### config.mk
export PLATFORM = sky130hd
export DESIGN_NAME = afs_mac
export DESIGN_NICKNAME = d
export VERILOG_FILES = /design/src/hdl/afs_pkg.sv /design/src/hdl/afs_mac.sv
export SDC_FILE = /design/constraint.sdc
export NUM_CORES = 2
export LEC_CHECK = 0
export BUFFER_PORTS_ARGS = -buffer_cell sky130_fd_sc_hd__buf_2
export CORE_ASPECT_RATIO = 0.5
export CORE_MARGIN = 4
export CORE_UTILIZATION = 40
export CTS_BUF_LIST = sky130_fd_sc_hd__clkbuf_4
export DETAILED_ROUTE_END_ITERATION = 7
export HOLD_SLACK_MARGIN = 0.15
export PLACE_DENSITY = 0.6
export SYNTH_ARGS = -nofsm -noshare
export SYNTH_HDL_FRONTEND = slang
export SYNTH_SLANG_ARGS = --single-unit
### constraint.sdc
create_clock -name clk -period 6.5 [get_ports clk]
set_input_delay 0.65 -clock clk [delete_from_list [all_inputs] [get_ports clk]]
set_output_delay 0.65 -clock clk [all_outputs]
set_load 0.005 [all_outputs]
### src/hdl/afs_pkg.sv
// Shared types, constants and helper functions for the affine transform stack.
`default_nettype none
package afs_pkg;

	localparam int FRAC_BITS    = 16;
	localparam int ANGLE_BITS   = 16;
	localparam int CORDIC_STEPS = 24;
	localparam int ACC_W        = 66;
	localparam int DIV_W        = 2 * FRAC_BITS + 1;

	typedef logic signed [31:0] word_t;

	localparam word_t ONE_Q = 32'(1 << FRAC_BITS);
	localparam logic signed [33:0] CORDIC_GAIN = 34'sd652032874;

	typedef enum logic [3:0] {
		FN_IDENT = 4'd0,
		FN_TRANS = 4'd1,
		FN_SCALE = 4'd2,
		FN_ROTX  = 4'd3,
		FN_ROTY  = 4'd4,
		FN_ROTZ  = 4'd5,
		FN_AXIS  = 4'd6,
		FN_SWAP  = 4'd7,
		FN_APPLY = 4'd8,
		FN_READ  = 4'd9
	} func_t;

	typedef enum logic [1:0] {
		ST_OK         = 2'd0,
		ST_ZERO_SCALE = 2'd1,
		ST_SAT        = 2'd2
	} status_t;

	typedef enum logic [3:0] {
		S_IDLE,
		S_TRANS,
		S_DIV,
		S_TRIG,
		S_AXPROD,
		S_AXWAIT,
		S_AXADD,
		S_MUL,
		S_MWAIT,
		S_MCOPY,
		S_APPLY,
		S_AWAIT,
		S_READ,
		S_FIN
	} state_t;

	typedef struct packed {
		func_t              func;
		logic [15:0]        angle;
		logic signed [31:0] vx;
		logic signed [31:0] vy;
		logic signed [31:0] vz;
		logic               right_side;
		logic               is_dir;
		logic [2:0]         row_sel;
	} cmd_t;

	typedef struct packed {
		logic signed [31:0] out_x;
		logic signed [31:0] out_y;
		logic signed [31:0] out_z;
		logic signed [31:0] out_w;
		status_t            status;
	} res_t;

	typedef struct packed {
		logic issue;
		logic first;
		logic last;
	} mac_ctl_t;

	typedef struct packed {
		logic  valid;
		logic  sat;
		word_t value;
	} mac_res_t;

	function automatic logic [32:0] sat_add(input word_t a, input word_t b, input logic sub);
		logic [32:0] s;
		s = sub ? ({a[31], a} - {b[31], b}) : ({a[31], a} + {b[31], b});
		if (s[32] != s[31]) begin
			return {1'b1, s[32] ? 32'h8000_0000 : 32'h7fff_ffff};
		end
		return {1'b0, s[31:0]};
	endfunction

	function automatic word_t ident_entry(input logic [3:0] idx);
		return (idx[1:0] == idx[3:2]) ? ONE_Q : '0;
	endfunction

	function automatic logic [29:0] cordic_atan(input logic [4:0] i);
		logic [29:0] v;
		case (i)
			5'd0:    v = 30'd536870912;
			5'd1:    v = 30'd316933406;
			5'd2:    v = 30'd167458907;
			5'd3:    v = 30'd85004756;
			5'd4:    v = 30'd42667331;
			5'd5:    v = 30'd21354465;
			5'd6:    v = 30'd10679838;
			5'd7:    v = 30'd5340245;
			5'd8:    v = 30'd2670163;
			5'd9:    v = 30'd1335087;
			5'd10:   v = 30'd667544;
			5'd11:   v = 30'd333772;
			5'd12:   v = 30'd166886;
			5'd13:   v = 30'd83443;
			5'd14:   v = 30'd41722;
			5'd15:   v = 30'd20861;
			5'd16:   v = 30'd10430;
			5'd17:   v = 30'd5215;
			5'd18:   v = 30'd2608;
			5'd19:   v = 30'd1304;
			5'd20:   v = 30'd652;
			5'd21:   v = 30'd326;
			5'd22:   v = 30'd163;
			5'd23:   v = 30'd81;
			default: v = '0;
		endcase
		return v;
	endfunction

endpackage
`default_nettype wire

### src/hdl/afs_mac.sv
// Shared multiply-accumulate unit with rounding and saturation of a dot product.
`default_nettype none
module afs_mac (
	input  logic              clk,
	input  logic              arst_n,
	input  afs_pkg::mac_ctl_t ctl,
	input  afs_pkg::word_t    a,
	input  afs_pkg::word_t    b,
	output afs_pkg::mac_res_t res
);
	import afs_pkg::*;

	logic                    v_s1, first_s1, last_s1;
	logic signed [63:0]      prod_s1;
	logic signed [ACC_W-1:0] acc_q;
	logic                    done_q;
	logic signed [ACC_W:0]   rnd, shf;
	logic                    in_range;

	always_ff @(posedge clk or negedge arst_n) begin
		if (!arst_n) begin
			v_s1     <= 1'b0;
			first_s1 <= 1'b0;
			last_s1  <= 1'b0;
			done_q   <= 1'b0;
		end else begin
			v_s1     <= ctl.issue;
			first_s1 <= ctl.first;
			last_s1  <= ctl.last;
			done_q   <= v_s1 & last_s1;
		end
	end

	always_ff @(posedge clk) begin
		prod_s1 <= a * b;
		if (v_s1) begin
			acc_q <= (first_s1 ? '0 : acc_q) + ACC_W'(prod_s1);
		end
	end

	always_comb begin
		rnd      = {acc_q[ACC_W-1], acc_q} + (ACC_W+1)'(1 << (FRAC_BITS - 1));
		shf      = rnd >>> FRAC_BITS;
		in_range = (&shf[ACC_W:31]) | ~(|shf[ACC_W:31]);
	end

	assign res.valid = done_q;
	assign res.sat   = done_q & ~in_range;
	assign res.value = in_range ? shf[31:0] : (shf[ACC_W] ? 32'h8000_0000 : 32'h7fff_ffff);

endmodule
`default_nettype wire

Word-level counts from Yosys, hierarchy flattened
Cells that the tools add are included.
{"block": "op_classes", "muxes": 3, "add_sub_neg": 2, "n_reduce_logical": 2, "bitwise": 5, "multipliers": 1}
{"operator": "$add 66x17->67 const B", "n": 1}
{"operator": "$add 66x66->66", "n": 1}
{"operator": "$mux 66", "n": 1}
{"operator": "$mul 32x32->64", "n": 1}
{"operator": "$mux 32", "n": 2}
{"operator": "$reduce_and 20->1", "n": 1}
{"operator": "$reduce_or 20->1", "n": 1}
{"operator": "$and 1x1->1", "n": 2}
{"operator": "$not 1->1", "n": 2}
{"operator": "$or 1x1->1", "n": 1}
{"block": "word_totals", "reg_bits": 134, "output_inout_bits": 34}

Logic depth before layout (Yosys ltp)
{"block": "depth", "word_depth": 6, "mapped_depth": 29}

Worst setup path after synthesis
No wires, ideal clock.
{"block": "synth_timing", "kind": "in2reg", "from": "input a[31]", "to": "register prod_s1[59]", "arrival_time_ns": 7.866, "setup_slack_ns": -1.438, "required_ns": 6.428, "setup_time_ns": 0.072, "cell_stages": 26, "cell_sequence": "clkbuf_1 > nand2_1 > inv_1 > fa_1 > inv_1 > fa_1 > inv_1 > fa_1 > fa_1 > inv_1 > fa_1 > inv_1 > fa_1 > fa_1 > fa_1 > ha_1 > clkbuf_1 > a21o_1 > a21o_1 > a21o_1 > a21o_1 > a21oi_1 > o21a_1 > o21ai_0 > a311oi_1 > xnor2_1"}
{"block": "synth_between", "elab_chain_len": 1}
{"item": "start: declaration", "line": "afs_mac.sv:7", "source": "input afs_pkg::word_t a,"}
{"item": "$mul 32x32->64", "line": "afs_mac.sv:35", "source": "prod_s1 <= a * b;"}
{"item": "end signal: assignment", "line": "afs_mac.sv:35"}
{"item": "end: declaration", "line": "afs_mac.sv:14", "source": "logic signed [63:0] prod_s1;"}
No other way between the ends.
A chain may end at the register's enable or synchronous reset.

Final worst setup path
{"block": "layout_timing", "from": "input b[0]", "to": "register prod_s1[59]"}
{"block": "layout_between", "elab_chain_len": 1}
{"item": "start: declaration", "line": "afs_mac.sv:8", "source": "input afs_pkg::word_t b,"}
{"item": "$mul 32x32->64", "line": "afs_mac.sv:35"}
No other way between the ends.

==> run metrics <==
Worst Hold Class input port to async pin; Initial Utilization 0.406; DRC Markers 0; Worst R2R Path Depth 13; post-synth top area share 0.483; total track usage 0.231; Clock Tree Buf Depth 2; cells after synthesis 4798; Tmin final 7160 ps; Setup WS post-layout -659 ps; I/O pins 103; wire per inst 20.1 um; die area 118000 sq um; drt total wl 136000 um; unrepaired setup endpoints after global routing true; Die W 482 um; Syn Std Cell Area 44900 sq um; worst-margin pin slew 958 ps; I/O Buffers 102; Worst EP required 6960 ps; Area growth, synth to finish 21.0%; Max Freq 140 MHz; critical path type input port to flip-flop; final hold vios 0; Synth Net Count 6200; YS warnings 0; leading area contributor after synthesis fa_1; Buf/Inv on CP 5; drt pass-1 iters 5; vias per cell 5.12; Finish-stage setup viols 42; Inserted Clock Buffers 17; Final Cell Area 54300 sq um; post-layout net count 6664; CTS tree done; DR vias 34700; FF-to-FF End acc_q[63]; Slowest-stage cell, CP fa_1; Register-to-Register Setup Slack 1880 ps; EDFF count, synth 66; failing checks negative setup slack; Max-cap violations 0; synth unique cells 82; critical path, cell by cell buf_4, and2_4, fa_1, inv_1, fa_1, fa_2, fa_1, inv_1, fa_1, fa_1, fa_1, inv_1, fa_1, inv_2, ha_4, and3_4, o211ai_1, or3_4, nor2_4, a41oi_2, a311o_1, o21ai_4, a311oi_2, xnor2_1; crit path DAT 7620 ps; die height 245 um; top_reg_cell synth edfxtp_1; Slew HR 0.355; CP most frequent cell fa_1; root buf cell clkbuf_4; status complete, but fails checks; # fillers 10100; initial antenna violation count 4; crit end category flip-flop; Tcrit/Tclk final 1.10; Post-synth ARST share 0.0299; CP max stage delay 570 ps; worst-path fanout max 21; most common cell in the synthesized netlist fa_1; global-route wire length before repair 215000 um; FF/Latch Area 3370 sq um; Syn Area/Cell 9.36 sq um; clk_lat worst skew 590 ps; register bit total from synthesis 134; Max Clock Skew 26.6 ps; share of cells above drive strength 1 0.204; register area share after synthesis 0.0749; largest net degree at the start of global routing 68; Crit Reg-Reg Startpoint first_s1; Reg clk slew, reported paths 140 ps; CTS H-tree lvls 4; Num Clock Sinks 134; Detail Route Antenna Nets 0; vias in the first global route 37700; initial DRC count 2487; row cnt 86; core area 111000 sq um; Startpoint Class input port; GR Overflow Total 0; Slew Viols, Final 0; largest cells by area after synthesis fa_1, inv_1, and2_1; Multi-input gate area 38700 sq um; RePlAce Congestion 0.930; CP top delay family adder cells; DP HPWL 113000 um; DP Area 50700 sq um; Synth top cells by count fa_1, inv_1, nand2_1
[placed cells by master, fill, tap and decap left out, types with 77 or more instances in the layout]
cell       n
a21o_1    83
a21oi_1  100
and2_1   492
buf_4    460
buf_6     87
fa_1     996
fa_2      87
ha_1     210
inv_1    933
nand2_1  568
nor2b_1  100
o21ai_0   77
xnor2_1   91
[layer usage]
| metal | GRT usage | up-vias | wire length, um |
|---|---|---|---|
| met5 | 0 | - | 0 |
| met4 | 0.0343 | 0 | 2690 |
| met3 | 0.0412 | 137 | 11100 |
| met2 | 0.354 | 1185 | 59600 |
| met1 | 0.348 | 18000 | 63000 |
| li1 | - | 15300 | - |
[metrics by stage]
stage / util / TNS, ps / instances / hold WS (ps) / setup WS (ps)
after global placement: 0.458 / -50180 / 6629 / 435 / -1540
after detailed placement: 0.458 / -52570 / 6629 / 436 / -1660
after floorplan: - / -16720 / 4798 / 354 / -1070
after global routing: 0.491 / -19770 / 6772 / 339 / -741
final: 0.491 / -15050 / 6772 / 368 / -659
after CTS: 0.477 / -12460 / 6718 / 311 / -596
[cell families (layout without fill, tap and decap cells)]
logic type / Yosys count / in the layout / share of synthesized area
and+or+nand+nor: 1469 / 1469 / 0.169
DFF: 134 / 134 / 0.0749
adders and majority gates: 1333 / 1333 / 0.552
xor gates and xnor gates: 173 / 173 / 0.0337
buffers and inverters: 1217 / 1694 / 0.102
AOI/OAI and AO/OA: 466 / 466 / 0.0664
other: 0 / 1 / 0
muxes: 6 / 6 / 0.00139
[worst register-to-register path, stage by stage, from the launching register on]
cell,delay (ps)
dfrtp_2,580
buf_4,580
nor2b_1,160
ha_1,400
a21oi_1,230
o21ai_0,160
nand2b_1,170
a21o_1,200
a31oi_1,530
o22ai_1,250
o21ai_0,390
o21ai_0,330
a41oi_1,330
xnor2_1,90
[layout make-up]
class / instances / share of cell area
Clock buffer: 18 / 0.00249
Antenna cell: 1 / 0.0000460
Sequential cell: 134 / 0.0619
Tap cell: 1496 / 0.0344
Inverter: 976 / 0.0676
Multi-Input combinational cell: 3447 / 0.712
Timing Repair Buffer: 686 / 0.119
Clock inverter: 14 / 0.00274
[sequential cells by signal (all words and copies together) (netlist names)]
name	cells
last_s1	1
prod_s1	64
acc_q	66
done_q	1
v_s1	1
first_s1	1
[worst max-delay path by stage]
stage	end	startpoint	cells after the start
global route	prod_s1[59]	b[9]	25
CTS	prod_s1[56]	a[7]	24
finish	prod_s1[59]	b[0]	24
floorplan	prod_s1[60]	b[4]	22
detailed placement	prod_s1[56]	b[3]	22
global placement	prod_s1[59]	b[3]	26
[timing repair]
item                                    in CTS  in global routing
gates cloned                                 5                 11
endpoints found under the hold margin        7                  0
gates resized for setup                    292                272
buffers inserted                            58                 47
hold buffers                                 4                  0
endpoints found under the setup margin      40                 43
pin swaps                                  150                181
Power is not shown: default switching activity piles up to over one toggle a cycle in this logic, so the estimate is an artifact.
