===== config.mk =====
export PLATFORM = sky130hd
export DESIGN_NAME = afs_cordic
export DESIGN_NICKNAME = d
export VERILOG_FILES = /design/src/hdl/afs_pkg.sv /design/src/hdl/afs_cordic.sv
export SDC_FILE = /design/constraint.sdc
export NUM_CORES = 1
export LEC_CHECK = 0
export BUFFER_PORTS_ARGS = -buffer_cell sky130_fd_sc_hd__buf_2
export CAP_MARGIN = 15
export CORE_MARGIN = 10
export CORE_UTILIZATION = 55
export DETAILED_ROUTE_END_ITERATION = 7
export HOLD_SLACK_MARGIN = 0.05
export PLACE_DENSITY = 0.72
export SYNTH_ARGS = -nofsm -noshare
export SYNTH_HDL_FRONTEND = slang
export SYNTH_SLANG_ARGS = --single-unit
export TNS_END_PERCENT = 50

===== constraint.sdc =====
create_clock -name clk -period 17.3 [get_ports clk]
set_clock_uncertainty 0.05 [all_clocks]
set_input_delay 3.46 -clock clk [delete_from_list [all_inputs] [get_ports clk]]
set_output_delay 3.46 -clock clk [all_outputs]
set_load 0.03 [all_outputs]

===== src/hdl/afs_pkg.sv =====
// Shared types, constants and helper functions for the affine transform stack.
`default_nettype none
package afs_pkg;

	localparam int FRAC_BITS    = 16;
	localparam int ANGLE_BITS   = 16;
	localparam int CORDIC_STEPS = 24;
	localparam int ACC_W        = 66;
	localparam int DIV_W        = 2 * FRAC_BITS + 1;

	typedef logic signed [31:0] word_t;

	localparam word_t ONE_Q = 32'(1 << FRAC_BITS);
	localparam logic signed [33:0] CORDIC_GAIN = 34'sd652032874;

	typedef enum logic [3:0] {
		FN_IDENT = 4'd0,
		FN_TRANS = 4'd1,
		FN_SCALE = 4'd2,
		FN_ROTX  = 4'd3,
		FN_ROTY  = 4'd4,
		FN_ROTZ  = 4'd5,
		FN_AXIS  = 4'd6,
		FN_SWAP  = 4'd7,
		FN_APPLY = 4'd8,
		FN_READ  = 4'd9
	} func_t;

	typedef enum logic [1:0] {
		ST_OK         = 2'd0,
		ST_ZERO_SCALE = 2'd1,
		ST_SAT        = 2'd2
	} status_t;

	typedef enum logic [3:0] {
		S_IDLE,
		S_TRANS,
		S_DIV,
		S_TRIG,
		S_AXPROD,
		S_AXWAIT,
		S_AXADD,
		S_MUL,
		S_MWAIT,
		S_MCOPY,
		S_APPLY,
		S_AWAIT,
		S_READ,
		S_FIN
	} state_t;

	typedef struct packed {
		func_t              func;
		logic [15:0]        angle;
		logic signed [31:0] vx;
		logic signed [31:0] vy;
		logic signed [31:0] vz;
		logic               right_side;
		logic               is_dir;
		logic [2:0]         row_sel;
	} cmd_t;

	typedef struct packed {
		logic signed [31:0] out_x;
		logic signed [31:0] out_y;
		logic signed [31:0] out_z;
		logic signed [31:0] out_w;
		status_t            status;
	} res_t;

	typedef struct packed {
		logic issue;
		logic first;
		logic last;
	} mac_ctl_t;

	typedef struct packed {
		logic  valid;
		logic  sat;
		word_t value;
	} mac_res_t;

	function automatic logic [32:0] sat_add(input word_t a, input word_t b, input logic sub);
		logic [32:0] s;
		s = sub ? ({a[31], a} - {b[31], b}) : ({a[31], a} + {b[31], b});
		if (s[32] != s[31]) begin
			return {1'b1, s[32] ? 32'h8000_0000 : 32'h7fff_ffff};
		end
		return {1'b0, s[31:0]};
	endfunction

	function automatic word_t ident_entry(input logic [3:0] idx);
		return (idx[1:0] == idx[3:2]) ? ONE_Q : '0;
	endfunction

	function automatic logic [29:0] cordic_atan(input logic [4:0] i);
		logic [29:0] v;
		case (i)
			5'd0:    v = 30'd536870912;
			5'd1:    v = 30'd316933406;
			5'd2:    v = 30'd167458907;
			5'd3:    v = 30'd85004756;
			5'd4:    v = 30'd42667331;
			5'd5:    v = 30'd21354465;
			5'd6:    v = 30'd10679838;
			5'd7:    v = 30'd5340245;
			5'd8:    v = 30'd2670163;
			5'd9:    v = 30'd1335087;
			5'd10:   v = 30'd667544;
			5'd11:   v = 30'd333772;
			5'd12:   v = 30'd166886;
			5'd13:   v = 30'd83443;
			5'd14:   v = 30'd41722;
			5'd15:   v = 30'd20861;
			5'd16:   v = 30'd10430;
			5'd17:   v = 30'd5215;
			5'd18:   v = 30'd2608;
			5'd19:   v = 30'd1304;
			5'd20:   v = 30'd652;
			5'd21:   v = 30'd326;
			5'd22:   v = 30'd163;
			5'd23:   v = 30'd81;
			default: v = '0;
		endcase
		return v;
	endfunction

endpackage
`default_nettype wire


===== src/hdl/afs_cordic.sv =====
// Iterative CORDIC that produces sine and cosine of a phase, one step per cycle.
`default_nettype none
module afs_cordic (
	input  logic           clk,
	input  logic           arst_n,
	input  logic           start,
	input  logic [15:0]    angle,
	output logic           done,
	output afs_pkg::word_t sin_v,
	output afs_pkg::word_t cos_v
);
	import afs_pkg::*;

	localparam int SH = 30 - FRAC_BITS;
	localparam logic signed [33:0] RND = 34'sd1 <<< (29 - FRAC_BITS);
	localparam logic signed [33:0] QTR = 34'sd1073741824;
	localparam logic signed [33:0] HALF_TURN = 34'sd2147483648;

	logic               run_q, fin_q, done_q, flip_q;
	logic [4:0]         it_q;
	logic signed [33:0] x_q, y_q, z_q;
	word_t              sin_q, cos_q;
	logic [31:0]        phase;
	logic signed [33:0] z0, dx, dy, at, xf, yf, xr, yr;

	always_comb begin
		phase = {angle[ANGLE_BITS-1:0], {(32 - ANGLE_BITS){1'b0}}};
		z0    = 34'(signed'(phase));
		dx    = y_q >>> it_q;
		dy    = x_q >>> it_q;
		at    = 34'(cordic_atan(it_q));
		xf    = flip_q ? -x_q : x_q;
		yf    = flip_q ? -y_q : y_q;
		xr    = (xf + RND) >>> SH;
		yr    = (yf + RND) >>> SH;
	end

	always_ff @(posedge clk or negedge arst_n) begin
		if (!arst_n) begin
			run_q  <= 1'b0;
			fin_q  <= 1'b0;
			done_q <= 1'b0;
			it_q   <= '0;
		end else begin
			done_q <= fin_q;
			fin_q  <= 1'b0;
			if (start) begin
				run_q <= 1'b1;
				it_q  <= '0;
			end else if (run_q) begin
				it_q <= it_q + 5'd1;
				if (it_q == 5'(CORDIC_STEPS - 1)) begin
					run_q <= 1'b0;
					fin_q <= 1'b1;
				end
			end
		end
	end

	always_ff @(posedge clk) begin
		if (start) begin
			x_q <= CORDIC_GAIN;
			y_q <= '0;
			if (z0 > QTR) begin
				z_q    <= z0 - HALF_TURN;
				flip_q <= 1'b1;
			end else if (z0 < -QTR) begin
				z_q    <= z0 + HALF_TURN;
				flip_q <= 1'b1;
			end else begin
				z_q    <= z0;
				flip_q <= 1'b0;
			end
		end else if (run_q) begin
			if (!z_q[33]) begin
				x_q <= x_q - dx;
				y_q <= y_q + dy;
				z_q <= z_q - at;
			end else begin
				x_q <= x_q + dx;
				y_q <= y_q - dy;
				z_q <= z_q + at;
			end
		end
		if (fin_q) begin
			cos_q <= xr[31:0];
			sin_q <= yr[31:0];
		end
	end

	assign done  = done_q;
	assign sin_v = sin_q;
	assign cos_v = cos_q;

endmodule
`default_nettype wire


### Word level (Yosys, flattened, before mapping)

Memories as Yosys holds them, arrays and structs flattened.
Index checks and enable logic that the tools add are counted.

| operators by class | value |
|---|---|
| magnitude comparators | 2 |
| muxes and demuxes | 18 |
| $add $sub $neg | 13 |
| equal/unequal tests | 1 |
| reductions and logical operators | 1 |
| shifts and indexed selects | 2 |

Operator list:

| kind | count |
|---|---|
| $mux W34 | 9 |
| $add A34 B15 Y34 const B | 2 |
| $add A34 B34 Y34 | 2 |
| $neg A34 Y34 | 2 |
| $sshr A34 B5 Y34 | 2 |
| $sub A34 B34 Y34 | 2 |
| $add A32 B33 Y34 const B | 1 |
| $add A34 B31 Y34 | 1 |
| $sub A32 B33 Y34 const B | 1 |
| $sub A34 B31 Y34 | 1 |
| $gt A32 B32 Y1 const B | 1 |
| $lt A32 B31 Y1 const B | 1 |
| $mux W5 | 2 |
| $mux W1 | 7 |
| $add A5 B1 Y5 const B | 1 |
| $eq A5 B5 Y1 const B | 1 |
| $reduce_bool A2 Y1 | 1 |

| word-level totals | value |
|---|---|
| output and inout port bits | 65 |
| input port bits | 19 |
| register bits | 151 |
| logic and storage cells | 48 |
| memories kept | 1 |
| ROM bits | 960 |

Memory list:

| memory | words | width | read ports | clocked after Yosys merged registers in | wr ports | line | RTL |
|---|---|---|---|---|---|---|---|
| (no name shown) | 32 | 30 | 1 | 0 | 0 | afs_pkg.sv:98 | `case (i)` |

### Logic depth before layout (Yosys ltp)

An unclocked memory read counts as a cell.

| depth | value |
|---|---|
| depth in word-level cells | 5 |
| depth in mapped cells | 30 |

### Worst setup path after synthesis

OpenSTA, ideal clock, no wires.

| path | value |
|---|---|
| path type | flip-flop to flip-flop |
| start | register it_q[0] |
| end | register z_q[32], data pin |
| cell stages (with the launch flop) | 28 |
| path buffers | 5 |
| required time | 16,983 ps |
| slack | 11,270 ps |
| period minus slack after synthesis | 6,030 ps |
| arrival time | 5,712 ps |
| cells stage by stage | dfrtp_1 buf_6 buf_6 buf_6 inv_1 buf_2 buf_2 ha_1 mux2i_1 o22a_1 nor2_1 a211oi_1 and3_1 nor2b_1 nor3b_1 a21oi_1 xnor2_1 ha_1 inv_1 o21bai_1 a21oi_1 o21ai_0 and4_1 a2111oi_0 a21oi_1 o31a_1 o211ai_1 o211ai_1 |

| between the ends | value |
|---|---|
| cells in the longest elaborated chain, start to end | 5 |
| elaborated cells between the ends (all ways) | 6 |
| classes of those cells | add/sub (2); mux (3); memory (1) |

Ends and longest elaborated chain:

| item | line | RTL |
|---|---|---|
| from (decl) | afs_cordic.sv:20 | `logic [4:0] it_q;` |
| from (signal assigned) | afs_cordic.sv:51 | `it_q <= it_q + 5'd1;` |
| $mem_v2 Z32 W30 (*) | -- |  |
| $sub A34 B31 Y34 or $add A34 B31 Y34 (tied branches) | afs_cordic.sv:78, afs_cordic.sv:82 |  |
| $mux W34 (*) | afs_cordic.sv:75 | `if (!z_q[33]) begin` |
| $mux W34 (*) | afs_cordic.sv:74 | `end else if (run_q) begin` |
| $mux W34 (*) | afs_cordic.sv:61 | `if (start) begin` |
| to (signal assigned) | afs_cordic.sv:65 | `z_q <= z0 - HALF_TURN;` |
| to (signal assigned) | afs_cordic.sv:78 | `z_q <= z_q - at;` |
| to (signal assigned) | afs_cordic.sv:82 | `z_q <= z_q + at;` |
| to (decl) | afs_cordic.sv:21 | `logic signed [33:0] x_q, y_q, z_q;` |

Mark *: on every way between the ends. The rest lies on a longest branch, timed or not. The select of a mux whose other input is x is not followed.
A chain may end at the register's enable or synchronous reset.

### Worst setup path in the final report

| path | value |
|---|---|
| start | register it_q[0] |
| end | register y_q[33] |

| between the ends | value |
|---|---|
| cells in the longest elaborated chain, start to end | 3 |
| elaborated cells between the ends (all ways) | 4 |
| classes of those cells | add/sub (2); shift (1); mux (1) |

Ends and longest elaborated chain:

| item | line | RTL |
|---|---|---|
| $sshr A34 B5 Y34 (*) | afs_cordic.sv:30 | `dy = x_q >>> it_q;` |
| $add A34 B34 Y34 or $sub A34 B34 Y34 (tied branches) | afs_cordic.sv:77, afs_cordic.sv:81 |  |
| $mux W34 (*) | afs_cordic.sv:75 |  |
| to (signal assigned) | afs_cordic.sv:77 | `y_q <= y_q + dy;` |
| to (signal assigned) | afs_cordic.sv:81 | `y_q <= y_q - dy;` |
| to (decl) | afs_cordic.sv:21 |  |

Mark *: on every way between the ends. The rest lies on a longest branch, timed or not.

==> results.md <==
Placed design:
- The final weighted congestion in routability-driven placement is 1.07.
- After legalization and detailed placement, the total HPWL measured 49.9 mm.
- The post-place instance area is 20,200 um2.
- The number of buffers added on ports is 83.

GRT:
- The number of global-route vias before repair came to 18,600.
- The global-route total usage across every layer is 30.2%.
- The global-route wire length before repair is 106 mm.
- The sum of overflow across all layers after global routing is 0.
- Entering global routing, the biggest net connects 88 pins.
- The initial antenna violation count is 0.

Cells and area:
- Leaving out fill and tap cells, the most frequent cells in the layout are nand2_1, a21oi_1, nor2_1, o21ai_0, xnor2_1.
- The most common cell after layout, fill and taps aside is nand2_1.
- The final instance area is 20,900 um2.
- After the last flow step, the layout net total stands at 2,491.
- The share of cells above drive strength 1 is 12.8%.
- The synthesis-to-layout area growth is 4.27%.
- The diode insertion count for antenna repair is 0.
- The filler cells instantiated in the layout total 3,237.
- The fraction of the core area covered by cells at the end of the flow is 58.4%.

Timing:
- Setup repair after global routing left no endpoint under its margin.
- At the pin with the least slew margin, the transition time is 1.17 ns.
- In the finished design, the share of the clock period the worst path needs comes to 44.7%.
- The summed negative setup slack over all endpoints is 0 ns.
- The count of final hold-check violations came to 0.
- Measured against its own limit, the worst slew margin works out to 21.9%.
- The final-report max-slew violation count came to 0.
- The maximum clock rate is 0.129 GHz.
- The number of endpoints failing setup at the final stage is 0.
- The smallest clock period supported by the final layout is computed as 7.74 ns.
- The tightest hold path in the finished design has a slack of 0.466 ns.

CTS:
- The cell sitting at the root of the clock tree is a clkbuf_16.
- CTS built an H-tree with a depth of 4.
- In this run, CTS created clock tree buffers numbering 17.
- Counting every sink on the clock net gives 151.
- After clock tree synthesis, the clock-pin slew on the worst setup and hold paths is 0.07 ns.
- Once the clock tree was built, the setup fixing pass inserted 0 buffers.
- Counting along the longest clock path gives a buffer depth of 2.
- Post-CTS repair changed the size of 0 cells.
- The clock tree from TritonCTS is yes.
- The quantity of hold-fixing buffers added after cts is 0.
- For the worst-skew pair, the clock arrives at the later sink with an insertion delay of 0.47 ns.

Detailed routing:
- The detailed router placed 19,700 vias in this run.
- The met2 wire length is 31.4 mm.
- Dividing the detail-routed wire length by the instance count gives 24.3 um.
- After detailed routing, the met3 layer carries 6.38 mm of wire.
- The wire length after detailed routing is 68.9 mm.
- The first detailed-routing pass took 6 iterations.
- The routed metal-1 wirelength is 27.3 mm.
- The iteration-0 DRC count of the detailed router is 2,322.
- The highest layer used for signal routing is met4.
- The number of antenna-violating nets in the routed design is 0.
- The via count normalized by instance count is 6.95.
- The total DRC errors in the routed layout is 0.

Synth:
- The Yosys step of the flow raised 0 warnings.
- The cell type with the largest total area after synthesis is edfxtp_1.
- The most common flop cell mapped by yosys is edfxtp_1.
- The share of synthesized area occupied by flip-flops and latches is 19.0%.
- Of the post-synthesis cell area, the dominant cell type holds 11.2%.
- The combined area of all synthesized cells is 20,000 um2.
- Counting flops with a built-in enable in the synthesized netlist gives 75.
- The post-synthesis cell count is 2,434.
- In the post-synthesis netlist, the biggest area contributors are edfxtp_1, mux4_2, ha_1.
- Counting flops with an async set or reset pin after synthesis yields a share of 5.30%.
- The netlist uses 102 different library cells.
- Dividing the synthesized area by the synthesized cell count gives 8.23 um2.
- The post-synthesis net count is 2,569.
- The post-synthesis sequential element count is 151.

Power and ir drop:
- The switching component of the power is 0.00255 W.
- The leakage power figure is 8.53 nW.
- Net switching is 51.2% of the power.
- The highest ir drop seen on vdd is 0.136 mV.
- Cell internal power was estimated by the tool at 0.00243 W.
- The sequential group share of total power is 16.1%.
- The part of the total power dissipated in combinational logic is 75.3%.
- The total power draw is 0.00498 W.
- The share of total power dissipated in the clock network is 8.5%.
- The power density over cell area is 239 nW/um2.

Die:
- The floorplan step defined a die boundary enclosing 44,400 um2.
- In this run the vertical extent of the chip is 211 um.
- Once the floorplan was initialized, standard cells occupied 56.0% of the core.
- The number of I/O pins is 84.
- In this run the horizontal extent of the chip is 211 um.
- In this run the core area contains 69 standard-cell rows.
- The floorplan step defined a core boundary enclosing 35,700 um2.

Worst setup path:
- The worst stage delay on the critical path is 0.91 ns.
- The element type at the critical path end is a register.
- The kind of cell with the highest combined delay on the critical path is compound AO/OA/AOI/OAI gates.
- Data arrives at the worst endpoint at 8.04 ns.
- The signal on the critical path passes through buf_4 > mux4_2 > a21boi_0 > nor2_1 > nor4_2 > nand4b_4 > nor4b_4 > nor2_1 > xor2_1 > ha_1 > and4_1 > and3_1 > o311ai_0 > a2111oi_0 > o21ai_0 > a211o_1 > a31oi_1 > nand2_1 > mux2i_1 > mux2_1.
- The endpoint required time on the critical path is 17.60 ns.
- The slowest stage of the critical path is the dfrtp_4 cell.
- Across all register-to-register paths, the minimum setup slack is 9.56 ns.
- The startpoint type of the worst setup path is a register.
- Together, buffers and inverters on the worst path number 1.
- The worst setup path is of the register to register kind.
- The most used cell along the critical path is nor2_1.
- In this run the worst path has a maximum fanout of 49.

Outcome:
- The flow ran to the end, and the final reports show no timing, DRC or antenna violations.

Worst hold path:
- The path class of the tightest hold or removal check is register to register.

Run:
- The tool flagged a number of max-cap violations equal to 0.
## worst min-delay path: cells and delay by family (launching register included)
kind               cells  cell delay [ns]
AOI/OAI and AO/OA      1             0.05
and+or+nand+nor        1             0.09
DFF                    1             0.33
## registers in the layout, indices dropped and copies added (netlist names)
| name | cells |
|---|---|
| x_q | 34 |
| flip_q | 1 |
| done | 1 |
| fin_q | 1 |
| run_q | 1 |
| it_q | 5 |
| sin_v | 20 |
| z_q | 34 |
| y_q | 34 |
| cos_v | 20 |
## Yosys cell counts, drive strengths merged, types with 15 or more instances
cell,number
nand2b,27
dfxtp,68
o211ai,21
nand2,228
o22ai,28
mux2,32
or3,18
nor4,20
or2,15
nor3,56
buf,90
ha,113
inv,52
and3,17
a21o,66
nor2,208
o21a,37
nand3,45
o31ai,18
xor2,99
nand4,21
mux2i,85
a31oi,34
a21oi,207
xnor2,116
a211oi,26
clkbuf,121
and2,24
o21ai,126
edfxtp,75
nor2b,32
mux4,82
## cell type report
type	instances	area (um2)	area share [%]
Multi-Input combinational cell	2019	15000	71.8
Sequential cell	151	3830	18.3
Inverter	53	199	0.953
Clock inverter	12	200	0.959
Tap cell	461	577	2.76
Clock buffer	20	437	2.09
Timing Repair Buffer	114	651	3.12
## cells by family (layout without fill, tap and decap cells)
logic type	after synthesis	after routing	share of synthesized area (%)
XOR/XNOR	215	215	9.40
adder cells (fa/ha/maj)	117	117	7.41
AND/OR/NAND/NOR	755	755	18.5
AO/OA/AOI/OAI	733	733	24.2
multiplexers	199	199	15.3
flip-flops	151	151	19.0
buffers and inverters	264	199	6.16
## power groups by stage
stage / clock [W] / combinational (W) / sequential [W]
3_3_place_gp: 0 / 0.00359 / 0.000785
6_report: 0.000426 / 0.00375 / 0.000803
5_1_grt: 0.000443 / 0.00415 / 0.000813
3_5_place_dp: 0 / 0.00365 / 0.000793
2_1_floorplan: 0 / 0.00304 / 0.000612
4_1_cts: 0.000433 / 0.00369 / 0.000788
## metrics by stage
stage	setup slack, ns	cells
after CTS	9.75	2830
after floorplan	11.27	2434
after detailed placement	9.80	2798
after global routing	9.16	2830
final	9.56	2830
after global placement	9.99	2798
## per-layer routing
layer | vias to the layer above | GRT usage [%]
met2 | 1066 | 48.3
met3 | 236 | 6.39
met4 | 0 | 16.8
met1 | 9423 | 37.2
li1 | 8937 | -
met5 | - | 0
## final timing paths
check / cells past startpoint / startpoint / to
worst max-delay path: 20 / it_q[0] / y_q[33]
worst max register to register: 20 / it_q[0] / y_q[33]
worst min register to register: 2 / y_q[0] / y_q[0]
max in group asynchronous: 1 / arst_n / run_q
min in group asynchronous: 1 / arst_n / done
worst min-delay path: 2 / y_q[0] / y_q[0]
Power figures use the tool's default switching activity.
