`src/hdl/afs_pkg.sv`:
```
// Shared types, constants and helper functions for the affine transform stack.
`default_nettype none
package afs_pkg;

	localparam int FRAC_BITS    = 16;
	localparam int ANGLE_BITS   = 16;
	localparam int CORDIC_STEPS = 24;
	localparam int ACC_W        = 66;
	localparam int DIV_W        = 2 * FRAC_BITS + 1;

	typedef logic signed [31:0] word_t;

	localparam word_t ONE_Q = 32'(1 << FRAC_BITS);
	localparam logic signed [33:0] CORDIC_GAIN = 34'sd652032874;

	typedef enum logic [3:0] {
		FN_IDENT = 4'd0,
		FN_TRANS = 4'd1,
		FN_SCALE = 4'd2,
		FN_ROTX  = 4'd3,
		FN_ROTY  = 4'd4,
		FN_ROTZ  = 4'd5,
		FN_AXIS  = 4'd6,
		FN_SWAP  = 4'd7,
		FN_APPLY = 4'd8,
		FN_READ  = 4'd9
	} func_t;

	typedef enum logic [1:0] {
		ST_OK         = 2'd0,
		ST_ZERO_SCALE = 2'd1,
		ST_SAT        = 2'd2
	} status_t;

	typedef enum logic [3:0] {
		S_IDLE,
		S_TRANS,
		S_DIV,
		S_TRIG,
		S_AXPROD,
		S_AXWAIT,
		S_AXADD,
		S_MUL,
		S_MWAIT,
		S_MCOPY,
		S_APPLY,
		S_AWAIT,
		S_READ,
		S_FIN
	} state_t;

	typedef struct packed {
		func_t              func;
		logic [15:0]        angle;
		logic signed [31:0] vx;
		logic signed [31:0] vy;
		logic signed [31:0] vz;
		logic               right_side;
		logic               is_dir;
		logic [2:0]         row_sel;
	} cmd_t;

	typedef struct packed {
		logic signed [31:0] out_x;
		logic signed [31:0] out_y;
		logic signed [31:0] out_z;
		logic signed [31:0] out_w;
		status_t            status;
	} res_t;

	typedef struct packed {
		logic issue;
		logic first;
		logic last;
	} mac_ctl_t;

	typedef struct packed {
		logic  valid;
		logic  sat;
		word_t value;
	} mac_res_t;

	function automatic logic [32:0] sat_add(input word_t a, input word_t b, input logic sub);
		logic [32:0] s;
		s = sub ? ({a[31], a} - {b[31], b}) : ({a[31], a} + {b[31], b});
		if (s[32] != s[31]) begin
			return {1'b1, s[32] ? 32'h8000_0000 : 32'h7fff_ffff};
		end
		return {1'b0, s[31:0]};
	endfunction

	function automatic word_t ident_entry(input logic [3:0] idx);
		return (idx[1:0] == idx[3:2]) ? ONE_Q : '0;
	endfunction

	function automatic logic [29:0] cordic_atan(input logic [4:0] i);
		logic [29:0] v;
		case (i)
			5'd0:    v = 30'd536870912;
			5'd1:    v = 30'd316933406;
			5'd2:    v = 30'd167458907;
			5'd3:    v = 30'd85004756;
			5'd4:    v = 30'd42667331;
			5'd5:    v = 30'd21354465;
			5'd6:    v = 30'd10679838;
			5'd7:    v = 30'd5340245;
			5'd8:    v = 30'd2670163;
			5'd9:    v = 30'd1335087;
			5'd10:   v = 30'd667544;
			5'd11:   v = 30'd333772;
			5'd12:   v = 30'd166886;
			5'd13:   v = 30'd83443;
			5'd14:   v = 30'd41722;
			5'd15:   v = 30'd20861;
			5'd16:   v = 30'd10430;
			5'd17:   v = 30'd5215;
			5'd18:   v = 30'd2608;
			5'd19:   v = 30'd1304;
			5'd20:   v = 30'd652;
			5'd21:   v = 30'd326;
			5'd22:   v = 30'd163;
			5'd23:   v = 30'd81;
			default: v = '0;
		endcase
		return v;
	endfunction

endpackage
`default_nettype wire

```
`src/hdl/afs_div.sv`:
```
// Restoring divider that forms the rounded reciprocal of a scale factor.
`default_nettype none
module afs_div (
	input  logic           clk,
	input  logic           arst_n,
	input  logic           start,
	input  afs_pkg::word_t divisor,
	output logic           done,
	output afs_pkg::word_t quot,
	output logic           sat
);
	import afs_pkg::*;

	localparam int CW = $clog2(DIV_W + 1);

	logic              run_q, fin_q, done_q, neg_q, sat_q;
	logic [CW-1:0]     it_q;
	logic [31:0]       mag_q, mag;
	logic [DIV_W-1:0]  dvd_q, rem_q, quo_q, rem_sh;
	logic              ge;
	word_t             quot_q;

	always_comb begin
		mag    = divisor[31] ? 32'(-divisor) : divisor;
		rem_sh = {rem_q[DIV_W-2:0], dvd_q[DIV_W-1]};
		ge     = rem_sh >= DIV_W'(mag_q);
	end

	always_ff @(posedge clk or negedge arst_n) begin
		if (!arst_n) begin
			run_q  <= 1'b0;
			fin_q  <= 1'b0;
			done_q <= 1'b0;
			it_q   <= '0;
		end else begin
			done_q <= fin_q;
			fin_q  <= 1'b0;
			if (start) begin
				run_q <= 1'b1;
				it_q  <= '0;
			end else if (run_q) begin
				it_q <= it_q + 1'b1;
				if (it_q == CW'(DIV_W - 1)) begin
					run_q <= 1'b0;
					fin_q <= 1'b1;
				end
			end
		end
	end

	always_ff @(posedge clk) begin
		if (start) begin
			neg_q <= divisor[31];
			mag_q <= mag;
			dvd_q <= (DIV_W'(1) << (2 * FRAC_BITS)) + DIV_W'(mag >> 1);
			rem_q <= '0;
			quo_q <= '0;
		end else if (run_q) begin
			rem_q <= ge ? rem_sh - DIV_W'(mag_q) : rem_sh;
			dvd_q <= dvd_q << 1;
			quo_q <= {quo_q[DIV_W-2:0], ge};
		end
		if (fin_q) begin
			if (!neg_q && quo_q > DIV_W'(32'h7fff_ffff)) begin
				quot_q <= 32'h7fff_ffff;
				sat_q  <= 1'b1;
			end else if (neg_q && quo_q > DIV_W'(32'h8000_0000)) begin
				quot_q <= 32'h8000_0000;
				sat_q  <= 1'b1;
			end else begin
				quot_q <= neg_q ? 32'(-quo_q) : quo_q[31:0];
				sat_q  <= 1'b0;
			end
		end
	end

	assign done = done_q;
	assign quot = quot_q;
	assign sat  = sat_q;

endmodule
`default_nettype wire

```
`config.mk`:
```
export PLATFORM = sky130hd
export DESIGN_NAME = afs_div
export DESIGN_NICKNAME = d
export VERILOG_FILES = /design/src/hdl/afs_pkg.sv /design/src/hdl/afs_div.sv
export SDC_FILE = /design/constraint.sdc
export NUM_CORES = 1
export LEC_CHECK = 0
export ABC_AREA = 1
export BUFFER_PORTS_ARGS = -buffer_cell sky130_fd_sc_hd__buf_4
export CORE_MARGIN = 1.5
export CORE_UTILIZATION = 42
export CTS_BUF_LIST = sky130_fd_sc_hd__clkbuf_4
export CTS_CLUSTER_DIAMETER = 120
export DETAILED_ROUTE_END_ITERATION = 8
export GPL_ROUTABILITY_DRIVEN = 0
export GPL_TIMING_DRIVEN = 0
export RECOVER_POWER = 100
export SKIP_LAST_GASP = 1
export SLEW_MARGIN = 0
export SYNTH_ARGS = -nofsm -noshare
export SYNTH_HDL_FRONTEND = slang
export SYNTH_SLANG_ARGS = --single-unit
```
`constraint.sdc`:
```
create_clock -name clk -period 3.3 [get_ports clk]
set_clock_uncertainty 0.1 [all_clocks]
set_input_delay 0.165 -clock clk [delete_from_list [all_inputs] [get_ports clk]]
set_output_delay 0.165 -clock clk [all_outputs]
set_load 0.01 [all_outputs]
```
=== Yosys cells after proc, flatten, opt, wreduce, memory -nomap -nowiden ===
Cells that the tools add are included.

* Eq/ne operators: 1
* Reductions and logical operators: 4
* Magnitude comparators: 3
* Add/subtract/negate cells: 5
* Mux-type cells: 15

{| class="wikitable"
|+ Operators with widths
! cell !! count
|-
| 2-to-1 mux 32 bit || 4
|-
| 2-to-1 mux 33 bit || 2
|-
| negation 32 bit || 2
|-
| adder 33 x 31 -> 33 bit (first input constant) || 1
|-
| >= comparator 33 x 32 -> 1 bit || 1
|-
| > comparator 33 x 31 -> 1 bit (second input constant) || 1
|-
| > comparator 33 x 32 -> 1 bit (second input constant) || 1
|-
| subtractor 32 bit || 1
|-
| 2-to-1 mux 6 bit || 2
|-
| 2-to-1 mux 1 bit || 7
|-
| adder 6 x 1 -> 6 bit (second input constant) || 1
|-
| equality test 6 bit (second input constant) || 1
|-
| logical AND 1 bit || 2
|-
| nonzero test 2 bit || 1
|-
| zero test 1 bit || 1
|}

* Input bits: 35
* Output and inout port bits: 34
* Flip-flop bits (word level): 173
* Logic and storage cells: 39

=== Longest topological paths before layout ===
Gate-level depths: netlist of the first run.

* Word-level depth: 4
* Depth in mapped cells: 17
* Mapped depth without buffers: 16

=== Least setup slack after synthesis of the first run ===
OpenSTA, ideal clock, no wires.

* Path kind: register -> register
* Start point: reg run_q
* End point: reg dvd_q[0], enable pin
* Period minus slack after synthesis: 2.441 ns
* Path buffers: 2
* Data arrival time: 1.931 ns
* Data required time: 2.790 ns
* Library setup time: 0.410 ns
* Stages on the path, launching flop included: 5
* Path slack: 0.859 ns
* Cells stage by stage: dfrtp_1 clkbuf_1 nor2_1 clkinv_1 buf_1

* Word-level cells in the longest chain between the ends: 1

{| class="wikitable"
|+ RTL lines
! what !! line !! text
|-
| start: declaration || afs_div.sv:16 || <nowiki>logic run_q, fin_q, done_q, neg_q, sat_q;</nowiki>
|-
| start signal: assignment || afs_div.sv:31 || <nowiki>run_q <= 1'b0;</nowiki>
|-
| start signal: assignment || afs_div.sv:39 || <nowiki>run_q <= 1'b1;</nowiki>
|-
| start signal: assignment || afs_div.sv:44 || <nowiki>run_q <= 1'b0;</nowiki>
|-
| nonzero test 2 bit (no line) || n/a ||
|-
| end signal: assignment || afs_div.sv:55 || <nowiki>dvd_q <= (DIV_W'(1) << (2 * FRAC_BITS)) + DIV_W'(mag >> 1);</nowiki>
|-
| end signal: assignment || afs_div.sv:60 || <nowiki>dvd_q <= dvd_q << 1;</nowiki>
|-
| end: declaration || afs_div.sv:19 || <nowiki>logic [DIV_W-1:0] dvd_q, rem_q, quo_q, rem_sh;</nowiki>
|}

No other way between the ends.
A chain may end at the register's enable or synchronous reset.

=== Worst setup path in the final report of the first run ===
* Start point: reg mag_q[3]
* End point: reg rem_q[27]

* Word-level cells in the longest chain between the ends: 2
* Elaborated cells between the ends (all ways): 3
* Those cells by class: add/sub (1); order compare (1); mux (1)

{| class="wikitable"
|+ RTL lines
! what !! line !! text
|-
| start: declaration || afs_div.sv:18 || <nowiki>logic [31:0] mag_q, mag;</nowiki>
|-
| start signal: assignment || afs_div.sv:54 || <nowiki>mag_q <= mag;</nowiki>
|-
| subtractor 32 bit or >= comparator 33 x 32 -> 1 bit (tied branches) || afs_div.sv:59, afs_div.sv:26 ||
|-
| 2-to-1 mux 32 bit (*) || afs_div.sv:59 || <nowiki>rem_q <= ge ? rem_sh - DIV_W'(mag_q) : rem_sh;</nowiki>
|-
| end signal: assignment || afs_div.sv:59 ||
|-
| end: declaration || afs_div.sv:19 ||
|}

Every way passes the cells marked *; elsewhere a longest branch is shown, timed or not.

==> results of run 1 <==
==> cells in the final DEF, fill, tap and decap left out, types with 4 or more instances in the layout <==
| cell | synthesis | routed |
|---|---|---|
| nor2_1 | 106 | 111 |
| nand3b_1 | 5 | 5 |
| o22ai_1 | 32 | 32 |
| nor3_1 | 20 | 21 |
| dlygate4sd3_1 | 0 | 35 |
| edfxtp_1 | 99 | 99 |
| nor2_2 | 9 | 4 |
| ha_1 | 37 | 37 |
| nand2_1 | 522 | 526 |
| nand4_1 | 46 | 46 |
| inv_2 | 4 | 4 |
| or2_1 | 5 | 4 |
| o21ai_1 | 6 | 4 |
| nand3_1 | 129 | 129 |
| o211ai_1 | 4 | 4 |
| clkinv_8 | 0 | 4 |
| buf_2 | 8 | 6 |
| inv_1 | 248 | 248 |
| clkbuf_1 | 24 | 65 |
| dfrtp_1 | 9 | 9 |
| buf_1 | 10 | 6 |
| diode_2 | 0 | 4 |
| o21ai_0 | 27 | 29 |
| nor4_1 | 8 | 8 |
| a21oi_1 | 27 | 27 |
| or2_2 | 6 | 6 |
| clkinv_1 | 4 | 4 |
| dfxtp_1 | 65 | 65 |
| buf_4 | 1 | 31 |
| xor2_1 | 58 | 59 |
| clkbuf_4 | 0 | 19 |
==> cell families after synthesis <==
kind of cell,synth area share
AND/OR/NAND/NOR,0.337
AO/OA/AOI/OAI,0.0565
flip-flops,0.409
buffers and inverters,0.106
adder cells (fa/ha/maj),0.0439
XOR/XNOR,0.0476
==> synth_stat cells <==
cell type and number:
o21ai_0 27, xor2_1 58, nor2_1 106, nand3_2 2, nand2_2 6, nor3_1 20
nor3_2 2, o22ai_1 32, fa_1 1, nor2_4 1, a21o_1 3, or2_2 6
o211ai_1 4, buf_6 3, a21oi_2 2, dfxtp_1 65, nand3_1 129, buf_2 8
or2_1 5, and2_1 1, inv_2 4, nand2_4 1, buf_1 10, nand4_1 46
o21ai_1 6, clkinv_1 4, o21a_1 3, edfxtp_1 99, ha_1 37, nand2_1 522
nor4_1 8, a21oi_1 27, o21bai_1 2, inv_1 248, nand3b_1 5, a31oi_1 1
xor2_2 1, clkbuf_1 24, o31ai_1 1, dfrtp_1 9, nor2_2 9, buf_4 1
==> per-stage QoR <==
step / hold slack, ns / worst slack (ns) / instance area [sq um] / instances
2_1_floorplan: -0.231 / 0.859 / 11000 / 1549
3_3_place_gp: -0.0774 / -0.198 / 11900 / 1952
3_5_place_dp: -0.0776 / 0.695 / 11900 / 1952
4_1_cts: 0.00602 / 0.763 / 12600 / 2019
5_1_grt: 0.0131 / 0.287 / 12400 / 2023
6_report: 0.0534 / 0.479 / 12400 / 2023
==> what timing repair did <==
| item | CTS | global route |
|---|---|---|
| hold endpoints to repair | 93 | 0 |
| resized for setup | 0 | 0 |
| hold buffers | 35 | 0 |
==> critical path, cell delays in order, from the launching register on <==
cell and delay (ns):
edfxtp_1 0.36, inv_1 0.04, ha_1 0.37, nand2_1 0.16, inv_1 0.07, nand2_1 0.07, nand2_1 0.05, nand2_1 0.06
nand3_2 0.11, nand2_2 0.11, nand2_1 0.12, nand2_1 0.19, nand2_1 0.31, buf_6 0.26, or2_1 0.21, nand3_1 0.07
nand2_1 0.06
==> layer usage <==
layer,part of all wire,vias up,GRT usage
li1,-,5206,-
met1,0.49,4779,0.339
met2,0.44,283,0.367
met3,0.052,37,0.0321
met4,0.016,0,0.0610
met5,0,-,0
==> sequential cells by signal (all words and copies together), names as in the netlist, 6 cells and up <==
name / cells
rem_q: 32
it_q: 6
quot: 32
dvd_q: 33
quo_q: 33
mag_q: 32
==> worst max-delay path by stage <==
| stage | depth (start not counted) | start | slack, ns | end |
|---|---|---|---|---|
| after global routing | 16 | mag_q[3] | 0.29 | rem_q[29] |
| after detailed placement | 5 | start | 0.70 | dvd_q[11] |
| after global placement | 5 | start | -0.20 | dvd_q[10] |
| final | 16 | mag_q[3] | 0.48 | rem_q[27] |
| after CTS | 12 | mag_q[20] | 0.76 | rem_q[27] |
| after floorplan | 4 | run_q | 0.86 | dvd_q[0] |
==> cell type report <==
class / count / area [sq um] / area share
inverters: 256 / 961 / 0.0772
clock inverters: 15 / 196 / 0.0158
diodes: 4 / 10.0 / 0.000804
flip-flops and latches: 173 / 4500 / 0.362
clock buffers: 17 / 128 / 0.0103
repair buffers: 103 / 726 / 0.0583
well taps: 335 / 419 / 0.0337
multi-input cells: 1074 / 5300 / 0.426
plain buffers: 46 / 208 / 0.0167
==> power groups by stage <==
stage	Clock, mW	Combinational [mW]	Sequential, mW
floorplan	0	0.705	2.51
detailed placement	0	0.979	2.52
global placement	0	0.976	2.52
CTS	1.38	1.02	2.48
global route	1.46	1.15	2.49
finish	1.35	1.02	2.48
==> reports/qor.yml, run 1 <==
clock_tree:
  cts_root_buf: "clkbuf_4"
  cts_buffers: 17
  cts.sinks: 173
  cts_setup_buffers: 0
  h-tree-depth: 4
  cts_tree: "yes"
  insertion_delay_ns: 0.59
  cts.clk_slew.worst_paths_ns: 0.16
  clk_path_buf_depth: 2
drt:
  drc: 0
  ant_nets: 0
  vias_per_cell: 5.09
  routed_wirelength_um: 30300
  via_count: 10305
  wl_per_cell_um: 15.0
  drtIter0Drc: 734
  firstDrtPassIters: 5
power_and_ir_drop:
  swShare: 0.339
  power_leakage_nw: 6.40
  switching_power_mw: 1.64
  power.total_mw: 4.85
  p_clk_frac: 0.278
  pwr_density_cell_mw_per_mm2: 390
  p_seq_frac: 0.511
  irDropWorstVdd_mv: 0.186
  p_comb_frac: 0.211
  power.internal_mw: 3.21
sta:
  relSlewSlack: 0.0816
  fmax_ghz: 0.355
  worst_pin_slew_ns: 1.38
  slew_violations: 0
  post-route-min-period_ns: 2.82
  rsz0062_at_grt: "false"
  setup_violations: 0
  hold_violations: 0
  tns_ns: 0
  period_share: 0.855
min_path:
  hold_path_class: "primary input to flop"
  min_to: "mag_q[26]"
  hold_depth: 5
  hold_start: "divisor[26]"
worst_setup_path:
  r2r_setup_slack_ns: 0.48
  path_class: "flop to flop"
  endpoint_kind: "flop"
  start_kind: "flop"
  crit_required_ns: 3.69
  r2r-end: "rem_q[27]"
  r2r-start: "mag_q[3]"
  r2r_cells: 16
  critPathArrivalTime_ns: 3.21
  path_max_fanout: 10
final_layout:
  area_growth_pct: 13.1
  fillerInstances: 2622
  drive_above_1_share: 0.0582
  final_core_util: 0.480
  nets: 1744
die:
  num_io_pins: 69
  dieArea_sq_mm: 0.0272
  fp-row-count: 59
  die_w_um: 165
  start_util: 0.425
  coreArea_sq_mm: 0.0259
  die_h_um: 165
logic_synthesis:
  syn_area_per_cell_sq_um: 7.11
  synth.distinct_cells: 42
  synthesis.instances: 1549
  yosys_register_bits: 173
  syn-num-nets: 1622
  netlist_area_sq_mm: 0.0110
  synth.top_cell.area_share: 0.270
  ys_warn_count: 0
  synth_seq_area_share: 0.409
  synth_area_leaders: "edfxtp_1 (27%), nand2_1 (18%), dfxtp_1 (12%)"
  yosys.area.top_type: "edfxtp_1"
global_routing:
  overflow: 0
  track_usage: 0.235
  grt_max_degree: 43
  antenna_found_initial: 1
  grt_pass1_vias: 9608
  grt_pass1_wl_um: 49600
flow_run:
  max-cap-violations: 0
status:
  status: "completed"
placed_design:
  hpwlAfterDp_um: 24000
  port_buffers: 68
(Power assumes the default switching activity.)
==> run 2, diff against run 1 <==
CORE_UTILIZATION = 56   (was 42)
PLACE_DENSITY = 0.74   (was not set)
RECOVER_POWER = not set   (was 100)
==> reports/qor.yml, run 2 (same netlist as run 1, synthesis figures left out) <==
power_and_ir_drop:
  power_leakage_nw: 6.52  # was 6.40 nW
  irDropWorstVdd_mv: 0.222  # was 0.186 mV
  pwr_density_cell_mw_per_mm2: 380  # was 390 mW/mm^2
  power.total_mw: 4.74  # was 4.85 mW
die:
  start_util: 0.567  # was 0.425
  die_h_um: 143  # was 165 um
  num_io_pins: 69  # unchanged
  dieArea_sq_mm: 0.0205  # was 0.0272 sq mm
  coreArea_sq_mm: 0.0194  # was 0.0259 sq mm
  die_w_um: 143  # was 165 um
  fp-row-count: 51  # was 59
sta:
  hold_violations: 0  # unchanged
  rsz0062_at_grt: "false"  # unchanged
  worst_pin_slew_ns: 1.34  # was 1.38 ns
  relSlewSlack: 0.107  # was 0.0816
  fmax_ghz: 0.391  # was 0.355 GHz
  period_share: 0.776  # was 0.855
  post-route-min-period_ns: 2.56  # was 2.82 ns
  slew_violations: 0  # unchanged
  setup_violations: 0  # unchanged
clock_tree:
  cts.sinks: 173  # unchanged
  h-tree-depth: 4  # unchanged
  cts.clk_slew.worst_paths_ns: 0.16  # about the same
  insertion_delay_ns: 0.60  # was 0.59 ns
  clk_path_buf_depth: 2  # unchanged
  cts_buffers: 17  # unchanged
  cts_tree: "yes"  # unchanged
  cts_root_buf: "clkbuf_4"  # unchanged
worst_setup_path:
  r2r-start: "mag_q[20]"  # was mag_q[3]
  path_class: "flop to flop"  # unchanged
  crit_required_ns: 3.69  # about the same
  endpoint_kind: "flop"  # unchanged
  path_max_fanout: 10  # unchanged
  r2r-end: "rem_q[27]"  # unchanged
  r2r_cells: 12  # was 16
  r2r_setup_slack_ns: 0.74  # was 0.48 ns
  critPathArrivalTime_ns: 2.95  # was 3.21 ns
  start_kind: "flop"  # unchanged
final_layout:
  fillerInstances: 1782  # was 2622
  drive_above_1_share: 0.0873  # was 0.0582
  final_common_cell: "nand2_1"  # unchanged
  top_regs: "dvd_q (33), quo_q (33)"  # unchanged
  final_core_util: 0.644  # was 0.480
  area_growth_pct: 13.4  # was 13.1%
  nets: 1744  # unchanged
  layout_common_cells: "nand2_1 (522), inv_1 (248), nand3_1 (129)"  # was nand2_1 (526), inv_1 (248), nand3_1 (129)
flow_run:
  max-cap-violations: 0  # unchanged
global_routing:
  track_usage: 0.299  # was 0.235
  grt_pass1_wl_um: 47700  # was 49600 um
  grt_max_degree: 43  # unchanged
  overflow: 0  # unchanged
  grt_pass1_vias: 9694  # was 9608
  antenna_found_initial: 1  # unchanged
placed_design:
  hpwlAfterDp_um: 22600  # was 24000 um
  port_buffers: 68  # unchanged
drt:
  firstDrtPassIters: 5  # unchanged
  wl_per_cell_um: 15.1  # was 15.0 um
  drtIter0Drc: 933  # was 734
  routed_wirelength_um: 29400  # was 30300 um
  ant_nets: 0  # unchanged
  vias_per_cell: 5.39  # was 5.09
  drc: 0  # unchanged
  via_count: 10517  # was 10305
min_path:
  hold_path_class: "primary input to flop"  # unchanged
  min_to: "mag_q[26]"  # unchanged
  hold_depth: 5  # unchanged
  hold_start: "divisor[26]"  # unchanged
status:
  status: "completed"  # unchanged
==> run 2: changes by cell type in the layout (fill, tap and decap cells not counted), moves of 2 or more <==
cell      change
nor2_2        +5
o21ai_1       +2
nor2_1        -5
o21ai_0       -2
buf_4        +38
buf_1         +3
nand2_2       +3
diode_2       -3
nand2_1       -4
inv_6         +2
clkbuf_1     -41
buf_2         +3
==> run 2: metal layers <==
layer	wire length (um)	part of all wire	GRT usage	vias up
li1	-	-	-	5193
met1	13500	0.46	0.432	4799
met2	12600	0.43	0.449	465
met3	2470	0.084	0.0547	60
met4	756	0.026	0.100	0
met5	0	0	0	-
==> run 2: how the worst max path moves through the flow <==
stage	from	endpoint	cells past startpoint
floorplan	run_q	dvd_q[0]	4
global placement	start	dvd_q[10]	5
detailed placement	start	dvd_q[10]	5
CTS	run_q	dvd_q[2]	4
global route	mag_q[22]	rem_q[19]	14
finish	mag_q[20]	rem_q[27]	12
==> run 2: layout make-up <==
cell class / instances / area [sq um] / area share
antenna: 1 / 2.50 / 0.000200
buffer: 46 / 210 / 0.0168
multi-input combinational: 1074 / 5340 / 0.428
clock buffer: 18 / 135 / 0.0108
inverter: 256 / 961 / 0.0770
timing repair buffer: 103 / 861 / 0.0689
tap: 265 / 332 / 0.0266
sequential: 173 / 4500 / 0.360
clock inverter: 14 / 148 / 0.0118
==> run 2: critical path: stages (launching register included) <==
cell	delay, ns
edfxtp_1	0.35
inv_1	0.08
ha_1	0.40
nand2_1	0.13
nor2_1	0.25
nand2_1	0.12
nor3_1	0.21
nand2_2	0.17
nand2_4	0.17
buf_6	0.16
nand3_1	0.14
nand3_1	0.12
nand2_1	0.06
==> run 2: power breakdown <==
part | total, mW | switching [mW] | internal [mW] | leakage [nW]
Sequential | 2.48 | 0.0590 | 2.42 | 1.63
Combinational | 1.04 | 0.684 | 0.359 | 4.74
Clock | 1.22 | 0.873 | 0.349 | 0.147
Total | 4.74 | 1.62 | 3.13 | 6.52
==> run 2: through the flow <==
| stage | instance area (sq um) | TNS (ns) | instances | hold slack [ns] | setup WS, ns |
|---|---|---|---|---|---|
| 4_1_cts | 12500 | 0 | 1949 | 0.00395 | 0.792 |
| 3_5_place_dp | 11900 | 0 | 1882 | -0.103 | 0.785 |
| 5_1_grt | 12500 | 0 | 1950 | 0.0411 | 0.580 |
| 6_report | 12500 | 0 | 1950 | 0.0819 | 0.741 |
| 3_3_place_gp | 11900 | -1.44 | 1882 | -0.104 | -0.0476 |
| 2_1_floorplan | 11000 | 0 | 1549 | -0.231 | 0.859 |
==> run 2: repair_timing <==
action | CTS | global route
gates resized for setup | 0 | 0
setup buffers | 0 | 0
endpoints found under the hold margin | 90 | 0
hold buffers | 35 | 0
==> run 3, diff against run 2 <==
clock period = 2.5 ns   (was 3.3 ns; I/O delays follow)
==> reports/qor.yml, run 3 (same netlist as run 1, synthesis figures left out) <==
worst_setup_path:
  path_max_fanout: 10  # unchanged
  max_stage_delay_ns: 0.42  # was 0.40 ns
  path_common_cell: "nand2_1"  # unchanged
  path_buf_inv: 2  # unchanged
  crit_chain: "inv_1, ha_4, nand2_1, nor2_1, nand2_1, nor3_2, nand2_4, nand2_8, buf_6, nand3_1, nand3_1, nand2_1"  # was inv_1, ha_1, nand2_1, nor2_1, nand2_1, nor3_1, nand2_2, nand2_4, buf_6, nand3_1, nand3_1, nand2_1
  crit_required_ns: 2.90  # was 3.69 ns
  cp_slowest_cell: "edfxtp_1"  # was ha_1
  critPathArrivalTime_ns: 2.82  # was 2.95 ns
  critPathLaunch: "mag_q[17]"  # was mag_q[20]
  endpoint_kind: "flop"  # unchanged
  path_class: "flop to flop"  # unchanged
  start_kind: "flop"  # unchanged
  cp_top_family: "simple AND/OR/NAND/NOR gates"  # unchanged
  r2r-start: "mag_q[17]"  # was mag_q[20]
power_and_ir_drop:
  p_clk_frac: 0.254  # was 0.257
  power.internal_mw: 4.18  # was 3.13 mW
  power_leakage_nw: 6.58  # was 6.52 nW
  p_seq_frac: 0.515  # was 0.523
  swShare: 0.342  # was 0.341
  irDropWorstVdd_mv: 0.307  # was 0.222 mV
  switching_power_mw: 2.18  # was 1.62 mW
  p_comb_frac: 0.231  # was 0.220
  pwr_density_cell_mw_per_mm2: 497  # was 380 mW/mm^2
global_routing:
  grt_pass1_vias: 9709  # was 9694
  track_usage: 0.299  # about the same
  antenna_found_initial: 1  # unchanged
  overflow: 0  # unchanged
  grt_pass1_wl_um: 47700  # about the same
  grt_max_degree: 43  # unchanged
min_path:
  hold_start: "divisor[31]"  # was divisor[26]
  hold_path_class: "primary input to flop"  # unchanged
clock_tree:
  cts.sinks: 173  # unchanged
  cts_buffers: 17  # unchanged
  cts_tree: "yes"  # unchanged
  clk_path_buf_depth: 2  # unchanged
  insertion_delay_ns: 0.60  # about the same
  cts.clk_slew.worst_paths_ns: 0.16  # about the same
  cts_root_buf: "clkbuf_4"  # unchanged
  h-tree-depth: 4  # unchanged
die:
  start_util: 0.567  # unchanged
  die_h_um: 143  # unchanged
  fp-row-count: 51  # unchanged
  coreArea_sq_mm: 0.0194  # unchanged
  dieArea_sq_mm: 0.0205  # unchanged
  num_io_pins: 69  # unchanged
  die_w_um: 143  # unchanged
drt:
  vias_per_cell: 5.40  # was 5.39
  routed_wirelength_um: 29700  # was 29400 um
  via_count: 10588  # was 10517
  drc: 0  # unchanged
  drtIter0Drc: 967  # was 933
  wl_per_cell_um: 15.2  # was 15.1 um
  ant_nets: 0  # unchanged
  firstDrtPassIters: 6  # was 5
placed_design:
  port_buffers: 68  # unchanged
  post-place-cells: 1882  # unchanged
  pre_cts_ws_ns: 0.0248  # was 0.785 ns
  hpwlAfterDp_um: 22600  # unchanged
  placed_area_sq_mm: 0.0119  # unchanged
final_layout:
  area_growth_pct: 16.3  # was 13.4%
  fillerInstances: 1720  # was 1782
  seq_area_sq_mm: 0.00450  # about the same
  multi_input_area_sq_mm: 0.00554  # was 0.00534 sq mm
  top_regs: "dvd_q (33), quo_q (33)"  # unchanged
  drive_above_1_share: 0.116  # was 0.0873
  finalInstanceArea_sq_mm: 0.0128  # was 0.0125 sq mm
  finalNonFillerCells: 1959  # was 1950
  final_common_cell: "nand2_1"  # unchanged
  nets: 1753  # was 1744
  layout_common_cells: "nand2_1 (508), inv_1 (243), nand3_1 (128)"  # was nand2_1 (522), inv_1 (248), nand3_1 (129)
sta:
  fmax_ghz: 0.415  # was 0.391 GHz
  post-route-min-period_ns: 2.41  # was 2.56 ns
  period_share: 0.965  # was 0.776
  fin_ws_ns: 0.0875  # was 0.741 ns
  rsz0062_at_grt: "true"  # was false
  slew_violations: 0  # unchanged
  hold_violations: 0  # unchanged
  worst_pin_slew_ns: 1.34  # about the same
  relSlewSlack: 0.104  # was 0.107
  tns_ns: 0  # unchanged
  setup_violations: 0  # unchanged
status:
  status: "completed"  # unchanged
flow_run:
  max-cap-violations: 0  # unchanged
## run 3: cell types whose count changed in the layout (fill, tap and decap cells not counted), moves of 5 or more
cell	delta
buf_2	-5
buf_4	+8
ha_2	+5
ha_4	+7
nor2_1	-6
nand2_1	-14
inv_1	-5
ha_1	-12
nand2_2	+13
inv_2	+5
## run 3: worst paths after layout
kind	slack, ns	end	cells past startpoint
setup / recovery	0.09	rem_q[27]	12
hold / removal	0.18	neg_q	2
setup reg to reg	0.09	rem_q[27]	12
hold reg to reg	0.38	rem_q[31]	2
max in group asynchronous	1.54	it_q[1]	3
min in group asynchronous	0.45	done	3
## run 3: metrics by stage
stage	hold WS, ns	power (mW)	util
after global placement	-0.144	4.60	0.611
after detailed placement	-0.143	4.62	0.611
after global routing	0.172	6.66	0.660
after CTS	0.144	6.26	0.645
final	0.181	6.36	0.660
after floorplan	-0.271	4.24	-
## run 3: layer usage
metal	share of wire	vias up	wire length (um)	track usage
li1	-	5220	-	-
met1	0.46	4861	13500	0.434
met2	0.44	450	13000	0.451
met3	0.084	57	2500	0.0540
met4	0.023	0	688	0.0988
met5	0	-	0	0
## run 3: what timing repair did
| action | 4_1_cts | 5_1_grt |
|---|---|---|
| endpoints found under the hold margin | 102 | 0 |
| gates resized for setup | 1 | 57 |
| setup buffers | 0 | 6 |
| pin swaps | 0 | 6 |
| gates cloned | 0 | 1 |
| endpoints found under the setup margin | 13 | 42 |
| hold buffers | 37 | 0 |
## run 3: final cells by class
type | count | area share
clock buffer | 18 | 0.0106
multi-input combinational | 1074 | 0.433
sequential | 173 | 0.352
buffer | 46 | 0.0177
antenna | 1 | 0.000196
timing repair buffer | 112 | 0.0743
clock inverter | 14 | 0.0115
inverter | 256 | 0.0751
tap | 265 | 0.0259
## run 3: power groups by stage
| stage | clock, mW | combinational (mW) | sequential [mW] |
|---|---|---|---|
| 3_3_place_gp | 0 | 1.27 | 3.33 |
| 4_1_cts | 1.64 | 1.34 | 3.27 |
| 6_report | 1.61 | 1.47 | 3.28 |
| 2_1_floorplan | 0 | 0.930 | 3.31 |
| 5_1_grt | 1.73 | 1.64 | 3.30 |
| 3_5_place_dp | 0 | 1.29 | 3.33 |
